### config.mk
export PLATFORM = sky130hd
export DESIGN_NAME = pthm_cfg_regs
export DESIGN_NICKNAME = d
export VERILOG_FILES = /design/src/rtl/pthm_pkg.sv /design/src/rtl/pthm_cfg_regs.sv
export SDC_FILE = /design/constraint.sdc
export NUM_CORES = 1
export LEC_CHECK = 0
export CAP_MARGIN = 20
export CORE_ASPECT_RATIO = 1.75
export CORE_MARGIN = 1.5
export CORE_UTILIZATION = 55
export DETAILED_ROUTE_END_ITERATION = 10
export DONT_BUFFER_PORTS = 1
export GPL_TIMING_DRIVEN = 0
export PLACE_DENSITY = 0.8
export SLEW_MARGIN = 10
export SYNTH_ARGS = -nofsm -noshare
export SYNTH_HDL_FRONTEND = slang
export SYNTH_SLANG_ARGS = --single-unit
### constraint.sdc
create_clock -name i_clk -period 0.9 [get_ports i_clk]
set_input_delay 0.045 -clock i_clk [delete_from_list [all_inputs] [get_ports i_clk]]
set_output_delay 0.045 -clock i_clk [all_outputs]
set_load 0.02 [all_outputs]
### src/rtl/pthm_pkg.sv
// ----------------------------------------------------------------------------
// Homography map package
// Shared widths, register indexes, coefficient and sideband types.
// ----------------------------------------------------------------------------
package pthm_pkg;

    localparam int COEF_W        = 32;
    localparam int CFG_W         = 64;
    localparam int CFG_IDX_W     = 3;
    localparam int HEIGHT_W      = 32;
    localparam int OUT_W         = 48;
    localparam int OUT_FRAC_BITS = 16;
    localparam int OUT_INT_BITS  = OUT_W - OUT_FRAC_BITS;

    localparam logic [CFG_IDX_W-1:0] CFG_ROW0_A         = 3'd0;
    localparam logic [CFG_IDX_W-1:0] CFG_ROW0_B_ROW1_A  = 3'd1;
    localparam logic [CFG_IDX_W-1:0] CFG_ROW1_B         = 3'd2;
    localparam logic [CFG_IDX_W-1:0] CFG_ROW2_A         = 3'd3;
    localparam logic [CFG_IDX_W-1:0] CFG_ROW2_C         = 3'd4;

    localparam logic [OUT_W-1:0] OUT_POS_MAX = {1'b0, {(OUT_W-1){1'b1}}};
    localparam logic [OUT_W-1:0] OUT_NEG_MAX = {1'b1, {(OUT_W-1){1'b0}}};

    typedef struct packed {
        logic signed [COEF_W-1:0] h00;
        logic signed [COEF_W-1:0] h01;
        logic signed [COEF_W-1:0] h02;
        logic signed [COEF_W-1:0] h10;
        logic signed [COEF_W-1:0] h11;
        logic signed [COEF_W-1:0] h12;
        logic signed [COEF_W-1:0] h20;
        logic signed [COEF_W-1:0] h21;
        logic signed [COEF_W-1:0] h22;
    } t_coefs;

    typedef struct packed {
        logic                zero;
        logic                neg_u;
        logic                neg_v;
        logic [HEIGHT_W-1:0] height;
    } t_side;

    typedef struct packed {
        logic [OUT_W-1:0]    scene_x;
        logic [OUT_W-1:0]    scene_y;
        logic [HEIGHT_W-1:0] height;
        logic                zero;
    } t_result;

endpackage

### src/rtl/pthm_cfg_regs.sv
// ----------------------------------------------------------------------------
// Homography coefficient registers
// Five write-only registers holding the nine signed matrix coefficients.
// ----------------------------------------------------------------------------
module pthm_cfg_regs
    import pthm_pkg::*;
#(
    parameter int COEF_FRAC_BITS = 16
) (
    input  logic                 i_clk,
    input  logic                 i_rst_n,
    input  logic                 i_cfg_we,
    input  logic [CFG_IDX_W-1:0] i_cfg_index,
    input  logic [CFG_W-1:0]     i_cfg_data,
    output t_coefs               o_coefs
);

    localparam logic [CFG_W-1:0]  ONE_64 = CFG_W'(1) << COEF_FRAC_BITS;
    localparam logic [COEF_W-1:0] ONE_32 = COEF_W'(1) << COEF_FRAC_BITS;

    logic [CFG_W-1:0]  r_row0_a;
    logic [CFG_W-1:0]  r_row0_b_row1_a;
    logic [CFG_W-1:0]  r_row1_b;
    logic [CFG_W-1:0]  r_row2_a;
    logic [COEF_W-1:0] r_row2_c;

    always_ff @(posedge i_clk) begin
        if (!i_rst_n) begin
            r_row0_a        <= ONE_64;
            r_row0_b_row1_a <= '0;
            r_row1_b        <= ONE_64;
            r_row2_a        <= '0;
            r_row2_c        <= ONE_32;
        end else if (i_cfg_we) begin
            unique case (i_cfg_index)
                CFG_ROW0_A:        r_row0_a        <= i_cfg_data;
                CFG_ROW0_B_ROW1_A: r_row0_b_row1_a <= i_cfg_data;
                CFG_ROW1_B:        r_row1_b        <= i_cfg_data;
                CFG_ROW2_A:        r_row2_a        <= i_cfg_data;
                CFG_ROW2_C:        r_row2_c        <= i_cfg_data[COEF_W-1:0];
                default: begin
                end
            endcase
        end
    end

    assign o_coefs.h00 = r_row0_a[COEF_W-1:0];
    assign o_coefs.h01 = r_row0_a[CFG_W-1:COEF_W];
    assign o_coefs.h02 = r_row0_b_row1_a[COEF_W-1:0];
    assign o_coefs.h10 = r_row0_b_row1_a[CFG_W-1:COEF_W];
    assign o_coefs.h11 = r_row1_b[COEF_W-1:0];
    assign o_coefs.h12 = r_row1_b[CFG_W-1:COEF_W];
    assign o_coefs.h20 = r_row2_a[COEF_W-1:0];
    assign o_coefs.h21 = r_row2_a[CFG_W-1:COEF_W];
    assign o_coefs.h22 = r_row2_c;

endmodule

; ---- Word level (Yosys, flattened, before mapping)
; Index checks and enable logic that the tools add are counted.
[word_totals]
reg_bits = 288
input_bits = 70
[classes]
reduce_logical = 6
n_eq_ne = 4
[op_table]
columns = operator, count
row1 = AND reduction 2 bit, 5
row2 = == test 3 x 2 -> 1 bit (second input constant), 2
row3 = == test 3 x 1 -> 1 bit (second input constant), 1
row4 = == test 3 bit (second input constant), 1
row5 = zero test 3 bit, 1

; ---- Longest topological paths before layout
[logic_depth]
ltp_word = 2
ltp_mapped = 5

; ---- Least setup slack after synthesis
; Ideal clock, no wire load.
[synth_timing]
path_kind = input-to-reg
startpoint = input i_cfg_index[0]
endpoint = register r_row0_a[10]
t_arrival_ns = 0.837
stages = 4
setup_time_ns = 0.072
path_buffers = 2
required_time_ns = 0.828
slack_ns = -0.008
path_cell_list = nor4b_4 > buf_12 > buf_12 > mux2i_1
[synth_via]
elab_chain_cells = 2
[synth_rtl]
columns = element, line_no
row1 = start: declaration, pthm_cfg_regs.sv:13  ; input logic [CFG_IDX_W-1:0] i_cfg_index,
row2 = zero test 3 bit, pthm_cfg_regs.sv:35  ; unique case (i_cfg_index)
row3 = AND reduction 2 bit (no source line), n/a
row4 = end signal: assignment, pthm_cfg_regs.sv:36  ; CFG_ROW0_A: r_row0_a <= i_cfg_data;
row5 = end: declaration, pthm_cfg_regs.sv:21  ; logic [CFG_W-1:0] r_row0_a;
; No other way between the ends.
; A chain may end at the register's enable or synchronous reset.

; ---- Final worst setup path
[layout_timing]
startpoint = register r_row2_a[4]
endpoint = output o_coefs[68] in the netlist's numbering
[layout_lines]
columns = element, line_no
row1 = start: declaration, pthm_cfg_regs.sv:24  ; logic [CFG_W-1:0] r_row2_a;
row2 = start signal: assignment, pthm_cfg_regs.sv:39  ; CFG_ROW2_A: r_row2_a <= i_cfg_data;
row3 = end: declaration, pthm_cfg_regs.sv:15  ; output t_coefs o_coefs
; No word-level cell between the ends.

==> results.json <==
{
  "drive_gt1_share_pct": 35.4,
  "fin_cells": 1356,
  "ios": 358,
  "hp-class": "input port to flop",
  "syn_to_final_growth_pct": 27.2,
  "cp_max_fo": 2,
  "leakagePower_nw": 6.22,
  "rows": 67,
  "report.final.slew_viol_count": 0,
  "rr_startpoint": "r_row0_b_row1_a[11]",
  "synth.top_cells.by_area": "dfxtp_1, mux2i_1, nand2_1",
  "detail-route-antenna-nets": 0,
  "crit_path_end_kind": "output port",
  "nets": 1167,
  "via_per_inst": 5.81,
  "gp_congestion": 0.844,
  "p_per_area_mw_per_mm2": 1890,
  "initial_core_util_pct": 55.8,
  "multi_input_area_mm2": 0.00428,
  "root_buffer": "clkbuf_16",
  "status": "complete, but fails checks",
  "placed_area_mm2": 0.0109,
  "clock_skew_ns": 0,
  "fillers": 1193,
  "holdWs_ns": -0.125,
  "worstSetupPathType": "flop to output port",
  "post-route-cell-area_mm2": 0.0135,
  "required_ns": 0.85,
  "peakVddDrop_mv": 1.60,
  "finalCriticalPeriod_ns": 0.962,
  "synth-seq-cells": 288,
  "drc": 0,
  "synthArstFlopShare_pct": 0,
  "startpoint": "r_row2_a[4]",
  "syn_area_per_cell_um2": 10.6,
  "die-area_mm2": 0.0202,
  "coreArea_mm2": 0.0190,
  "postCtsSetupRepairBufs": 0,
  "fp.dieH_um": 187,
  "ys_warn_count": 0,
  "vias": 7872,
  "antenna_found_initial": 1,
  "p_int_mw": 19.4,
  "avgRoutedWirePerCell_um": 23.9,
  "chipWidth_um": 108,
  "period_share_pct": 107,
  "cts_tree": "built",
  "drt_iter0_drc": 384,
  "clk_pin_slew_ns": 0.07,
  "dr.pass1.iters": 5,
  "dp_cells": 1246,
  "io_buffers": 0,
  "clockBufferDepth": 3,
  "synth_top_area_share_pct": 54.3,
  "violations": "hold timing, setup timing",
  "clk_latency_ns": 0.51,
  "swShare_pct": 24.2,
  "arrival_ns": 0.92,
  "relSlewSlack_pct": 59.4,
  "ctsHoldBuffers": 67,
  "synth_fp_nets": 1075,
  "grt_max_degree": 17,
  "yosys.area.top_type": "dfxtp_1",
  "p_clk_share_pct": 43.2,
  "startpoint_type": "flop",
  "min_from": "i_cfg_index[2]",
  "power.switching_mw": 6.20,
  "grt_setup_unrepaired": "yes",
  "comb_power_share_pct": 6.1,
  "grt_overflow_total": 0,
  "synth_cells": 1005,
  "numClockSinks": 288,
  "synth_enable_flop_cells": 0,
  "dp_hpwl_um": 21200,
  "synth-seq-area-share_pct": 54.3,
  "fmax_ghz": 1.04,
  "grt_pass1_vias": 8585,
  "synth_top_flop_cell": "dfxtp_1",
  "htreeDepth": 1,
  "netlist_area_mm2": 0.0106,
  "cts_buffers": 25,
  "grt_pass1_wl_um": 49400,
  "yosysMostFrequentCell": "nand2_1",
  "tightest_slew_ns": 0.610,
  "grt_use_total_pct": 31.7,
  "final-setup-viol-count": 288,
  "fin_setup_tns_ns": -12.60,
  "regArea_mm2": 0.00685,
  "ys_types": 12,
  "drt_wl_total_um": 32400,
  "seq_power_share_pct": 50.7,
  "final_hold_viol_count": 10,
  "finalWorstSetupSlack_ns": -0.0622,
  "synth.top_cells.by_count": "nand2_1, dfxtp_1, mux2i_1",
  "cap_violations": 0
}
[cells by family (layout without fill, tap and decap cells)]
kind of cell           Yosys count  in the layout  share of synthesized area, %
buffers and inverters           71            180                          5.39
AND/OR/NAND/NOR                358            358                          13.2
flip-flops                     288            288                          54.3
multiplexers                   288            288                          27.1
other                            0              1                             0
[layout by cell type (no fill, tap or decap)]
cell,instances
nor2b_1,4
nand2_1,349
dfxtp_4,288
diode_2,1
bufinv_16,3
dlygate4sd3_1,65
clkinvlp_4,1
clkbuf_16,25
mux2i_1,288
clkbuf_2,4
clkbuf_4,2
buf_4,6
nor4b_4,1
clkbuf_1,10
clkbuf_8,5
nand4b_1,1
buf_12,7
nand4bb_1,3
clkinv_2,8
buf_6,18
buf_2,26
[sequential cells by signal (all words and copies together), names as in the netlist]
signal and count:
r_row0_a 64, r_row0_b_row1_a 64, r_row1_b 64, r_row2_a 64
r_row2_c 32
[path summary, 6_finish.rpt]
path                            cells after the start             endpoint  slack [ns]
worst min-delay path                                3         r_row0_a[54]       -0.12
worst min register to register                      2         r_row0_a[11]        0.51
worst max register to register                      2  r_row0_b_row1_a[11]        0.10
worst max-delay path                                0          o_coefs[68]       -0.06
[cell type report]
class	count	share of cell area (%)
multi-input combinational	646	31.7
antenna	1	0.0185
sequential	288	50.7
clock inverter	12	1.02
timing repair buffer	65	4.82
clock buffer	32	5.20
buffer	71	4.32
tap	241	2.23
[per-layer routing]
layer | part of all wire, % | up-vias | global-route usage (%)
met3 | 8.3 | 110 | 8.78
met5 | 0 | - | 0
li1 | - | 3497 | -
met2 | 52 | 404 | 56.8
met1 | 34 | 3861 | 32.2
met4 | 5.4 | 0 | 17.9
[stage by stage]
step                      setup slack [ns]  utilization, %  total power [mW]  hold slack, ns
after floorplan                   -0.00839               -              14.7           0.206
after global placement              -0.556            57.4              15.1           0.226
after detailed placement            -0.603            57.4              15.2           0.233
after CTS                          -0.0747            71.0              25.6          -0.141
after global routing               -0.0845            71.0              26.3          -0.130
final                              -0.0622            71.0              25.6          -0.125
[timing repair]
action,4_1_cts,5_1_grt
setup endpoints to repair,314,314
gates resized for setup,578,6
endpoints found under the hold margin,288,4
pin swaps,0,0
[power groups by stage]
stage          sequential [mW]  clock [mW]  combinational [mW]
6_report                  13.0        11.0                1.56
5_1_grt                   13.0        11.7                1.67
2_1_floorplan             13.8           0               0.927
4_1_cts                   12.9        11.1                1.53
3_3_place_gp              13.9           0                1.26
3_5_place_dp              13.9           0                1.29
Note: power is estimated with default switching activity, not from simulation.
